[src/rtl/sgb_pkg.sv]
package sgb_pkg;

    localparam int DATA_W      = 16;
    localparam int FRAC_W      = 12;
    localparam int COL_W       = 8;
    localparam int BIAS_W      = 32;
    localparam int COLUMNS_DEF = 256;

    // Shared multiplier operand and product widths.
    localparam int OPND_W = DATA_W + 4;
    localparam int PROD_W = 2 * OPND_W;

    // Sigmoid values lie in [0, 1.0] and need one bit above the fraction.
    localparam int SIG_W  = FRAC_W + 1;
    localparam int ONE_Q  = 1 << FRAC_W;

    // Breakpoints of the piecewise linear sigmoid.
    localparam int SIG_SAT_TH = 5 * ONE_Q;
    localparam int SIG_MID_TH = (19 * ONE_Q) / 8;

    typedef struct packed {
        logic signed [DATA_W-1:0] grad_out;
        logic signed [DATA_W-1:0] grad_recurrent;
        logic signed [DATA_W-1:0] h_new_value;
        logic signed [DATA_W-1:0] gate_pre;
        logic signed [DATA_W-1:0] gate_value;
        logic        [COL_W-1:0]  column;
    } t_in_beat;

    typedef struct packed {
        logic signed [DATA_W-1:0] grad_h_new;
        logic signed [DATA_W-1:0] grad_gate_pre;
        logic signed [BIAS_W-1:0] bias_total;
        logic                     saturated;
    } t_out_beat;

    // Piecewise linear sigmoid, floored to the fraction width.
    function automatic logic [SIG_W-1:0] sigmoid(input logic signed [DATA_W-1:0] x);
        logic signed [DATA_W:0] xe;
        logic        [DATA_W:0] a;
        logic        [DATA_W+1:0] s;
        logic        [DATA_W+1:0] r;
        xe = {x[DATA_W-1], x};
        a  = (xe < 0) ? (DATA_W+1)'(-xe) : (DATA_W+1)'(xe);
        if (a >= (DATA_W+1)'(SIG_SAT_TH)) begin
            s = (DATA_W+2)'(ONE_Q);
        end else if (a >= (DATA_W+1)'(SIG_MID_TH)) begin
            s = ({1'b0, a} + (DATA_W+2)'(27 * ONE_Q)) >> 5;
        end else if (a >= (DATA_W+1)'(ONE_Q)) begin
            s = ({1'b0, a} + (DATA_W+2)'(5 * ONE_Q)) >> 3;
        end else begin
            s = ({1'b0, a} + (DATA_W+2)'(2 * ONE_Q)) >> 2;
        end
        r = x[DATA_W-1] ? ((DATA_W+2)'(ONE_Q) - s) : s;
        return r[SIG_W-1:0];
    endfunction

endpackage

[src/rtl/sgb_mul_unit.sv]
module sgb_mul_unit (
    input  logic                                i_clk,
    input  logic                                i_en,
    input  logic signed [sgb_pkg::OPND_W-1:0]   i_a,
    input  logic signed [sgb_pkg::OPND_W-1:0]   i_b,
    output logic signed [sgb_pkg::PROD_W-1:0]   o_rnd
);

    localparam logic signed [sgb_pkg::PROD_W-1:0] RND_HALF =
        sgb_pkg::PROD_W'(1 << (sgb_pkg::FRAC_W - 1));

    logic signed [sgb_pkg::PROD_W-1:0] r_prod;

    always_ff @(posedge i_clk) begin
        if (i_en) begin
            r_prod <= i_a * i_b;
        end
    end

    // Round half up back to the fraction width.
    assign o_rnd = (r_prod + RND_HALF) >>> sgb_pkg::FRAC_W;

endmodule

[config.mk]
export PLATFORM = sky130hd
export DESIGN_NAME = sgb_mul_unit
export DESIGN_NICKNAME = d
export VERILOG_FILES = /design/src/rtl/sgb_pkg.sv /design/src/rtl/sgb_mul_unit.sv
export SDC_FILE = /design/constraint.sdc
export NUM_CORES = 1
export LEC_CHECK = 0
export BUFFER_PORTS_ARGS = -buffer_cell sky130_fd_sc_hd__buf_2
export CAP_MARGIN = 10
export CELL_PAD_IN_SITES_DETAIL_PLACEMENT = 0
export CELL_PAD_IN_SITES_GLOBAL_PLACEMENT = 1
export CORE_ASPECT_RATIO = 0.9
export CORE_UTILIZATION = 35
export CTS_BUF_LIST = sky130_fd_sc_hd__clkbuf_16
export DETAILED_ROUTE_END_ITERATION = 6
export GPL_TIMING_DRIVEN = 0
export PLACE_DENSITY_LB_ADDON = 0.1
export RECOVER_POWER = 50
export SLEW_MARGIN = 20
export SYNTH_ARGS = -nofsm -noshare
export SYNTH_HDL_FRONTEND = slang
export SYNTH_SLANG_ARGS = --single-unit
[constraint.sdc]
create_clock -name i_clk -period 13.4 [get_ports i_clk]
set_clock_uncertainty 0.15 [all_clocks]
set_input_delay 0.67 -clock i_clk [delete_from_list [all_inputs] [get_ports i_clk]]
set_output_delay 0.67 -clock i_clk [all_outputs]
set_load 0.01 [all_outputs]
# After elaboration in Yosys (flattened, before gate mapping)
# Index checks and enable logic that the tools add are counted.
[word_totals]
regBits = 40
latchBits = 0
ram_bits = 0
mem_bits_ro = 0
inputBits = 42
output_inout_bits = 40
word_cells = 3
memories = 0
[classes]
addsub = 1
multipliers = 1
div_mod_pow = 0
n_lt_le_gt_ge = 0
eq_ne = 0
shift = 0
muxes = 0
bitwise_logic = 0
n_reduce_logical = 0
[op_table]
columns = ["operator", "n"]
rows = [
  ["40-bit by 13-bit adder with 40-bit output (second input constant)", 1],
  ["20-bit by 20-bit multiplier with 40-bit output", 1],
]

# Longest topological paths before layout
# Gate-level depths: netlist of the first run.
[depth]
depth_word = 1
mapped_depth = 25
mapped_depth_nobuf = 24

# Least setup slack after synthesis of the first run
# OpenSTA, ideal clock, no wires.
[synth_timing]
path_type = "input to register"
from = "input i_a[19] (netlist bit)"
to = "register r_prod[39] (netlist bit) (data pin)"
arrival_time_ns = 7.198
setup_slack_ns = 5.796
cell_stages = 23
n_path_buf = 1
cell_sequence = "clkbuf_1 > nand2_1 > fa_1 > inv_1 > fa_1 > fa_1 > inv_1 > fa_1 > inv_1 > fa_1 > fa_1 > inv_1 > fa_1 > inv_1 > ha_1 > a21o_1 > a21o_1 > a21oi_1 > o31ai_1 > a221oi_1 > o21ai_2 > or4_1 > and4_1"
[synth_via]
elab_chain_len = 1
[synth_lines]
columns = ["item", "line", "source"]
rows = [
  ["start, declared", "sgb_mul_unit.sv:4", "input logic signed [sgb_pkg::OPND_W-1:0] i_a,"],
  ["20-bit by 20-bit multiplier with 40-bit output", "sgb_mul_unit.sv:16", "r_prod <= i_a * i_b;"],
  ["end signal, assigned", "sgb_mul_unit.sv:16", ""],
  ["end, declared", "sgb_mul_unit.sv:12", "logic signed [sgb_pkg::PROD_W-1:0] r_prod;"],
]
# No other way between the ends.
# A chain may end at the register's enable or synchronous reset.

# Final worst setup path of the first run
[layout_timing]
from = "input i_b[2] (netlist bit)"
to = "register r_prod[39] (netlist bit) (data pin)"
[layout_via]
elab_chain_len = 1
[layout_lines]
columns = ["item", "line", "source"]
rows = [
  ["start, declared", "sgb_mul_unit.sv:5", "input logic signed [sgb_pkg::OPND_W-1:0] i_b,"],
  ["20-bit by 20-bit multiplier with 40-bit output", "sgb_mul_unit.sv:16", ""],
]
# No other way between the ends.

==> qor.yml, run 1 <==
yosys:
  synthTopCellsByCount: "419 x fa_1, 417 x inv_1, 209 x and2_1"
  synthMostInstantiatedCell: "fa_1"
  async_flop_share_pct: 0
  yosys_warnings: 0
  synthCells: 1679
  synth_area_sq_mm: 0.01603
  synth_area_leaders: "fa_1 52%, inv_1 9.8%, ha_1 8.2%"
  synth-simple-area-share_pct: 15.43
  syn_area_per_cell_sq_um: 9.546
  synth_top_area_cell: "fa_1"
  synthMuxAreaShare_pct: 0
  syn-num-nets: 2245
  yosysSeqAreaShare_pct: 5.433
  synth_compound_area_share_pct: 2.920
  yosys.area_share.adder_pct: 60.53
  synth-seq-cells: 29
  ys_types: 43
  synth_xor_area_share_pct: 3.552
  synth_top_cell_area_share_pct: 52.33
  synth-edff-count: 29
  yosys_most_used_dff: "edfxtp_1"
  synth_top_family_by_area: "adder cells"
clock_network:
  cts_resized: 0
  post_cts_buffers: 0
  holdBufCountCts: 0
  cts_max_level: 2
  root_buffer: "clkbuf_16"
  clkTransAtPathRegs_ns: 0.05
  cts.sinks: 29
  cts_tree: "yes"
  cts.path.max_buffers: 2
  cts_buffers: 5
setup_path:
  critPathKind: "primary input to register"
  cp.required_ns: 13.26
  critPathArrivalTime_ns: 8.48
  endpoint_kind: "register"
  crit_fanout: 10
  start_kind: "primary input"
final_layout:
  largest_reg_flops: 29
  reg.largest.list: "r_prod (29)"
  antenna_cells: 0
  final_nets: 2299
  fill_cells: 4663
  top_register: "r_prod"
  syn_to_final_growth_pct: 6.909
  drive_gt1_share_pct: 2.999
detailed_routing:
  vias: 10890
  first_iter_violations: 548
  vias_per_cell: 4.651
  ant_nets: 0
  drc: 0
  firstDrtPassIters: 5
  wl_per_cell_um: 19.87
  wl_mm: 46.54
min_path:
  holdCritPathClass: "primary input to register"
sta:
  tns_ns: 0
  final_hold_viol_count: 0
  tightest_slew_ns: 1.652
  period_share_pct: 64.37
  finalSetupViolations: 0
  slew_violations: 30
  maxClockFrequency_mhz: 115.9
  slew_headroom_pct: -10.15
  rsz0062_at_grt: "no"
  period_needed_ns: 8.626
grt:
  antenna_found_initial: 2
  grt_usage_pct: 21.26
  gr-total-overflow: 0
  grt_pass1_vias: 11950
  grt_pass1_wl_mm: 72.30
  grt_start_max_net_pins: 30
placed_design:
  port_buffers: 47
  gp_congestion: 0.8495
  hpwl_mm: 40.55
floorplan:
  die-area_sq_mm: 0.04666
  coreArea_sq_mm: 0.04528
  start_util_pct: 35.40
  chipHeight_um: 205.0
  io_pins: 82
  die_width_um: 227.6
  rows: 74
run:
  max_cap_viol_count: 1
run_status:
  outcome: "complete, but fails checks"
  violations: "capacitance limit, slew limit"
placed cells by master (no fill, tap or decap), types with 2 or more instances in the layout:
master / n
fa_1: 419
inv_1: 417
and2_1: 209
nand2_1: 195
ha_1: 105
clkbuf_1: 97
xnor2_1: 45
nor2_1: 37
edfxtp_1: 29
buf_2: 26
a21oi_1: 22
xor2_1: 20
nand4_1: 12
o21ai_0: 12
nand3_1: 12
buf_4: 12
a21o_1: 9
nand2b_1: 7
clkbuf_16: 5
o211ai_1: 4
and4_1: 4
o21a_1: 3
a221oi_1: 3
nor3_1: 3
nor2b_1: 2
and3_1: 2
nor4_1: 2
clkinv_1: 2
worst paths after layout:
kind,start,to,slack (ns),cells after the start
setup / recovery,i_b[2],r_prod[39],4.77,23
hold / removal,i_en,r_prod[16],1.24,1
worst max-delay path, stage by stage:
cell	delay, ns
clkbuf_1	0.43
nand2_1	0.21
fa_1	0.57
inv_1	0.25
fa_1	0.56
fa_1	0.96
inv_1	0.27
fa_1	0.55
inv_1	0.05
fa_1	0.50
fa_1	0.50
inv_1	0.05
fa_1	0.50
inv_1	0.04
ha_1	0.34
a21o_1	0.18
a21o_1	0.18
a21oi_1	0.23
o31ai_1	0.16
a221oi_1	0.35
o21ai_2	0.17
or4_1	0.47
and4_1	0.26
cell type report:
| type | count | area [sq um] | area share (%) |
|---|---|---|---|
| buffer | 89 | 379.1 | 2.212 |
| clock buffer | 5 | 125.1 | 0.7302 |
| clock inverter | 3 | 12.51 | 0.07302 |
| inverter | 417 | 1565 | 9.135 |
| multi-input combinational | 1144 | 13210 | 77.11 |
| sequential | 29 | 870.8 | 5.082 |
| tap | 608 | 760.7 | 4.440 |
| timing repair buffer | 47 | 209.0 | 1.219 |
kinds of logic after synthesis:
group	after synthesis
buffers and inverters	506
xor gates and xnor gates	65
adders and majority gates	524
and+or+nand+nor	488
DFF	29
AOI/OAI and AO/OA	67
metal layers:
metal  up-vias  wire [um]  GRT usage (%)
li1       4941          -              -
met1      5703      23130          32.29
met2       229      20400          33.01
met3        19       2611          2.510
met4         0        398          2.948
met5         -          0              0
through the flow:
| stage | instance area (sq um) | hold slack [ns] | utilization [%] | worst slack (ns) | cells |
|---|---|---|---|---|---|
| final | 17140 | 1.243 | 37.85 | 4.774 | 2342 |
| after global routing | 17140 | 1.363 | 37.85 | 4.413 | 2342 |
| after CTS | 17160 | 0.8427 | 37.90 | 4.707 | 2342 |
| after detailed placement | 17020 | 1.055 | 37.60 | 4.410 | 2334 |
| after global placement | 17020 | 1.057 | 37.60 | 4.489 | 2334 |
| after floorplan | 16030 | 0.6325 | - | 5.796 | 1679 |
Power of run 1 is not shown: default switching activity piles up to over one toggle a cycle in this logic, so the estimate is an artifact.
==> inputs of run 2 (changes only) <==
==> constraint.sdc (replaced) <==
create_clock -name i_clk -period 7.27 [get_ports i_clk]
set_clock_uncertainty 0.15 [all_clocks]
set_input_delay 0.3635 -clock i_clk [delete_from_list [all_inputs] [get_ports i_clk]]
set_output_delay 0.3635 -clock i_clk [all_outputs]
set_load 0.01 [all_outputs]
==> qor.yml, run 2 (same netlist as run 1, synthesis figures left out) <==
final_layout:
  drive_gt1_share_pct: 8.835  # +5.8 points
  fin_cells: 2352  # +0.43%
  fill_cells: 4640  # -0.49%
  regArea_sq_um: 870.8  # unchanged
  reg.largest.list: "r_prod (29)"
  multi_input_area_sq_mm: 0.01332  # +0.80%
  largest_reg_flops: 29  # unchanged
  syn_to_final_growth_pct: 9.110
  utilization_pct: 38.63  # +0.78 points
  layout_commonest_cell: "fa_1"
  top_register: "r_prod"
  final_nets: 2308  # +0.39%
  layout_common_cells: "414 x fa_1, 413 x inv_1, 209 x and2_1"
clock_network:
  clkTransAtPathRegs_ns: 0.05  # about the same
  cts_max_level: 2  # unchanged
  root_buffer: "clkbuf_16"
  cts_buffers: 5  # unchanged
  cts.sinks: 29  # unchanged
  cts_tree: "yes"
  cts.path.max_buffers: 2  # unchanged
sta:
  rsz0062_at_grt: "yes"
  tns_ns: 0  # unchanged
  finalSetupViolations: 0  # unchanged
  period_needed_ns: 7.066
  maxClockFrequency_mhz: 141.5
  slew_violations: 30  # unchanged
  period_share_pct: 97.20
  tightest_slew_ns: 1.638  # -0.01454 ns
  slew_headroom_pct: -9.177  # +0.97 points
  final_hold_viol_count: 0  # unchanged
detailed_routing:
  vias: 10780  # -1.1%
  wl_mm: 46.51  # about the same
  firstDrtPassIters: 5  # unchanged
  wl_met2_mm: 20.64  # +1.2%
  wl_per_cell_um: 19.77  # -0.49%
  first_iter_violations: 524  # -4.4%
  vias_per_cell: 4.581  # -1.5%
  wl_met1_mm: 23.30  # +0.72%
  dr_wl_met3_mm: 2.105  # -19%
  highest_layer: "met4"
  drc: 0  # unchanged
  ant_nets: 0  # unchanged
setup_path:
  critPathArrivalTime_ns: 6.94  # -1.54 ns
  crit_start: "i_b[6]"
  cp.required_ns: 7.15  # -6.11 ns
  start_kind: "primary input"
  critPathKind: "primary input to register"
  endpoint_kind: "register"
  crit_fanout: 10  # unchanged
grt:
  grt_start_max_net_pins: 30  # unchanged
  grt_pass1_vias: 12100  # +1.3%
  gr-total-overflow: 0  # unchanged
  grt_usage_pct: 21.41  # +0.16 points
  grt_pass1_wl_mm: 72.93  # +0.87%
  antenna_found_initial: 2  # unchanged
placed_design:
  hpwl_mm: 40.46  # -0.21%
  dp_cells: 2334  # unchanged
  port_buffers: 47  # unchanged
  gp_congestion: 0.8442  # -0.62%
floorplan:
  chipHeight_um: 205.0  # unchanged
  die-area_sq_mm: 0.04666  # unchanged
  io_pins: 82  # unchanged
  rows: 74  # unchanged
  die_width_um: 227.6  # unchanged
  coreArea_sq_mm: 0.04528  # unchanged
  start_util_pct: 35.40  # unchanged
min_path:
  holdCritPathClass: "primary input to register"
  hold_start: "i_en"
run_status:
  outcome: "complete, but fails checks"
  violations: "capacitance limit, slew limit"
run:
  max_cap_viol_count: 1  # unchanged
## run 2: cell types whose count changed in the layout (fill, tap and decap cells not counted), sizes merged
cell,previous run,this run
clkbuf,102,90
clkinvlp,0,2
inv,417,415
diode,0,1
buf,39,60
## run 2: through the flow
step           hold slack [ns]  setup WS (ns)  instance area (sq um)
5_1_grt                  1.060       -0.01155                  17490
2_1_floorplan           0.3260        0.08711                  16030
3_5_place_dp            0.7516         -1.437                  17030
6_report                0.9308         0.2037                  17490
3_3_place_gp            0.7503         -1.409                  17030
4_1_cts                 0.5329        -0.1192                  17320
## run 2: timing repair
item / in CTS / in global routing
setup endpoints to repair: 20 / 13
gates resized for setup: 54 / 89
buffers inserted: 6 / 6
pin swaps: 4 / 12
gates cloned: 0 / 1
hold buffers: 0 / 0
## run 2: worst max-delay path, stage by stage
cell,delay (ns)
buf_4,0.15
buf_8,0.14
clkbuf_8,0.17
nand2_1,0.08
fa_1,0.50
fa_1,0.55
inv_1,0.05
fa_1,0.56
inv_1,0.07
fa_1,0.56
fa_1,0.43
fa_1,0.46
fa_1,0.49
inv_1,0.04
ha_2,0.30
a211oi_1,0.23
o21ai_1,0.12
a221oi_2,0.26
o211ai_2,0.12
buf_4,0.17
a41oi_4,0.33
o21ai_4,0.12
or4_1,0.48
and4_4,0.19
## run 2: routing by layer
layer | GRT usage (%) | vias up
li1 | - | 4961
met1 | 32.01 | 5611
met2 | 33.53 | 181
met3 | 2.998 | 22
met4 | 2.924 | 0
met5 | 0 | -
## run 2: worst paths after layout
path | slack [ns] | end | cells past startpoint
max | 0.20 | r_prod[39] | 24
min | 0.93 | r_prod[11] | 1
## run 2: cell type report
cell class	count	area share, %
antenna	1	0.01431
buffer	85	2.776
clock buffer	5	0.7155
clock inverter	3	0.07155
inverter	417	8.993
multi-input combinational	1144	76.15
sequential	29	4.980
tap	608	4.350
timing repair buffer	60	1.946
Power of run 2 is left out for the same reason.
==> inputs of run 3 (changes only) <==
--- a/config.mk
+++ b/config.mk
@@ -10,7 +10,7 @@
 export CELL_PAD_IN_SITES_DETAIL_PLACEMENT = 0
 export CELL_PAD_IN_SITES_GLOBAL_PLACEMENT = 1
 export CORE_ASPECT_RATIO = 0.9
-export CORE_UTILIZATION = 35
+export CORE_UTILIZATION = 25
 export CTS_BUF_LIST = sky130_fd_sc_hd__clkbuf_16
 export DETAILED_ROUTE_END_ITERATION = 6
 export GPL_TIMING_DRIVEN = 0
==> qor.yml, run 3 (same netlist as run 1, synthesis figures left out) <==
detailed_routing:
  drc: 0  # unchanged
  wl_mm: 51.63  # +11%
  vias: 10740  # -0.32%
  first_iter_violations: 367  # -30%
  wl_per_cell_um: 19.93  # +0.81%
  vias_per_cell: 4.147  # -9.5%
  firstDrtPassIters: 4  # -1
  ant_nets: 0  # unchanged
grt:
  grt_pass1_wl_mm: 78.92  # +8.2%
  grt_pass1_vias: 12260  # +1.4%
  grt_start_max_net_pins: 30  # unchanged
  antenna_found_initial: 4  # +2
  grt_usage_pct: 16.73  # -4.7 points
  gr-total-overflow: 0  # unchanged
setup_path:
  start_kind: "primary input"
  crit_path_top_delay_cell: "fa_1"
  worst_path_largest_cell_delay_ns: 0.56  # about the same
  crit_fanout: 10  # unchanged
  critPathKind: "primary input to register"
  path_cells: "clkbuf_1 -> and2_1 -> fa_1 -> fa_1 -> fa_1 -> fa_1 -> inv_1 -> fa_1 -> fa_1 -> fa_1 -> inv_1 -> ha_2 -> a211oi_2 -> o21ai_0 -> a221oi_2 -> o211ai_4 -> buf_12 -> a41oi_4 -> o21ai_4 -> or4_1 -> and4_4"
  endpoint_kind: "register"
  critPathArrivalTime_ns: 6.97  # +0.03 ns
  cpMostUsedCell: "fa_1"
  cp.required_ns: 7.16  # about the same
sta:
  slew_headroom_pct: -16.27  # -7.1 points
  period_share_pct: 97.49  # +0.29 points
  rsz0062_at_grt: "yes"
  final_hold_viol_count: 0  # unchanged
  final.setup.worst_slack_ns: 0.1825  # -0.02118 ns
  maxClockFrequency_mhz: 141.1  # -0.30%
  finalSetupViolations: 0  # unchanged
  period_needed_ns: 7.088  # +0.02119 ns
  tightest_slew_ns: 1.744  # +0.1064 ns
  slew_violations: 30  # unchanged
placed_design:
  dp_cells: 2571  # +10%
  dp_slack_ns: -1.611  # -0.1736 ns
  hpwl_mm: 45.03  # +11%
  gp_congestion: 0.8072  # -4.4%
  port_buffers: 47  # unchanged
final_layout:
  fin_cells: 2590  # +10%
  top_register: "r_prod"
  syn_to_final_growth_pct: 11.03
  layout_commonest_cell: "inv_1"
  largest_reg_flops: 29  # unchanged
  layout_common_cells: "414 x inv_1, 413 x fa_1, 208 x and2_1"
  utilization_pct: 28.24  # -10 points
  drive_gt1_share_pct: 9.065  # +0.23 points
  fill_cells: 6781  # +46%
  reg.largest.list: "r_prod (29)"
  final_nets: 2308  # unchanged
min_path:
  holdCritPathClass: "primary input to register"
floorplan:
  io_pins: 82  # unchanged
  die-area_sq_mm: 0.06513  # +40%
  chipHeight_um: 242.2  # +18%
  start_util_pct: 25.43  # -10 points
  rows: 87  # +18%
  die_width_um: 268.9  # +18%
  coreArea_sq_mm: 0.06303  # +39%
clock_network:
  cts.sinks: 29  # unchanged
  cts_tree: "yes"
  holdBufCountCts: 0  # unchanged
  cts_max_level: 2  # unchanged
  root_buffer: "clkbuf_16"
  clkTransAtPathRegs_ns: 0.05  # about the same
  cts.path.max_buffers: 2  # unchanged
  cts_buffers: 5  # unchanged
run_status:
  outcome: "complete, but fails checks"
  violations: "capacitance limit, slew limit"
run:
  max_cap_viol_count: 1  # unchanged
-- run 3: cell count changes in the layout (fill, tap and decap cells not counted), sizes merged --
cell / change
buf: +6
clkbuf: -6
clkinv: -1
clkinvlp: +1
diode: +1
-- run 3: metal layers --
metal  up-vias  share of wire, %  global-route usage (%)
li1       4958                 -                       -
met4         0              0.93                   2.624
met3        18               5.1                   3.151
met5         -                 0                       0
met2       165                44                   25.49
met1      5600                50                   24.79
-- run 3: critical path, delay by kind of cell --
| family | cells | cell delay [ns] |
|---|---|---|
| compound gates | 6 | 1.19 |
| buf+inv | 4 | 0.64 |
| simple gates | 3 | 0.91 |
| fa+ha+maj | 8 | 3.83 |
-- run 3: area by class of cell --
class | instances | area, sq um | share of cell area (%)
Multi-Input combinational cell | 1144 | 13310 | 74.80
Inverter | 417 | 1577 | 8.859
Tap cell | 845 | 1057 | 5.941
Sequential cell | 29 | 870.8 | 4.893
Buffer | 85 | 503.0 | 2.826
Timing Repair Buffer | 60 | 332.8 | 1.870
Clock buffer | 5 | 125.1 | 0.7031
Clock inverter | 3 | 13.76 | 0.07734
Antenna cell | 2 | 5.005 | 0.02812
-- run 3: timing repair --
action / in CTS / in global routing
gates cloned: 0 / 0
pin swaps: 8 / 10
buffers inserted: 6 / 7
gates resized for setup: 76 / 65
setup endpoints to repair: 25 / 10
-- run 3: path summary, 6_finish.rpt --
kind,startpoint,to,slack [ns],depth (start not counted)
max,i_a[17],r_prod[39],0.18,21
min,i_en,r_prod[30],0.98,1
-- run 3: metrics by stage --
step | TNS, ns | instance area (sq um) | hold WS, ns
after floorplan | 0 | 16030 | 0.3260
after global placement | -22.11 | 17320 | 0.7477
after detailed placement | -21.66 | 17320 | 0.7615
after CTS | -0.007871 | 17670 | 0.5609
after global routing | -0.03887 | 17790 | 1.100
final | 0 | 17800 | 0.9803
Power of run 3 is left out for the same reason.
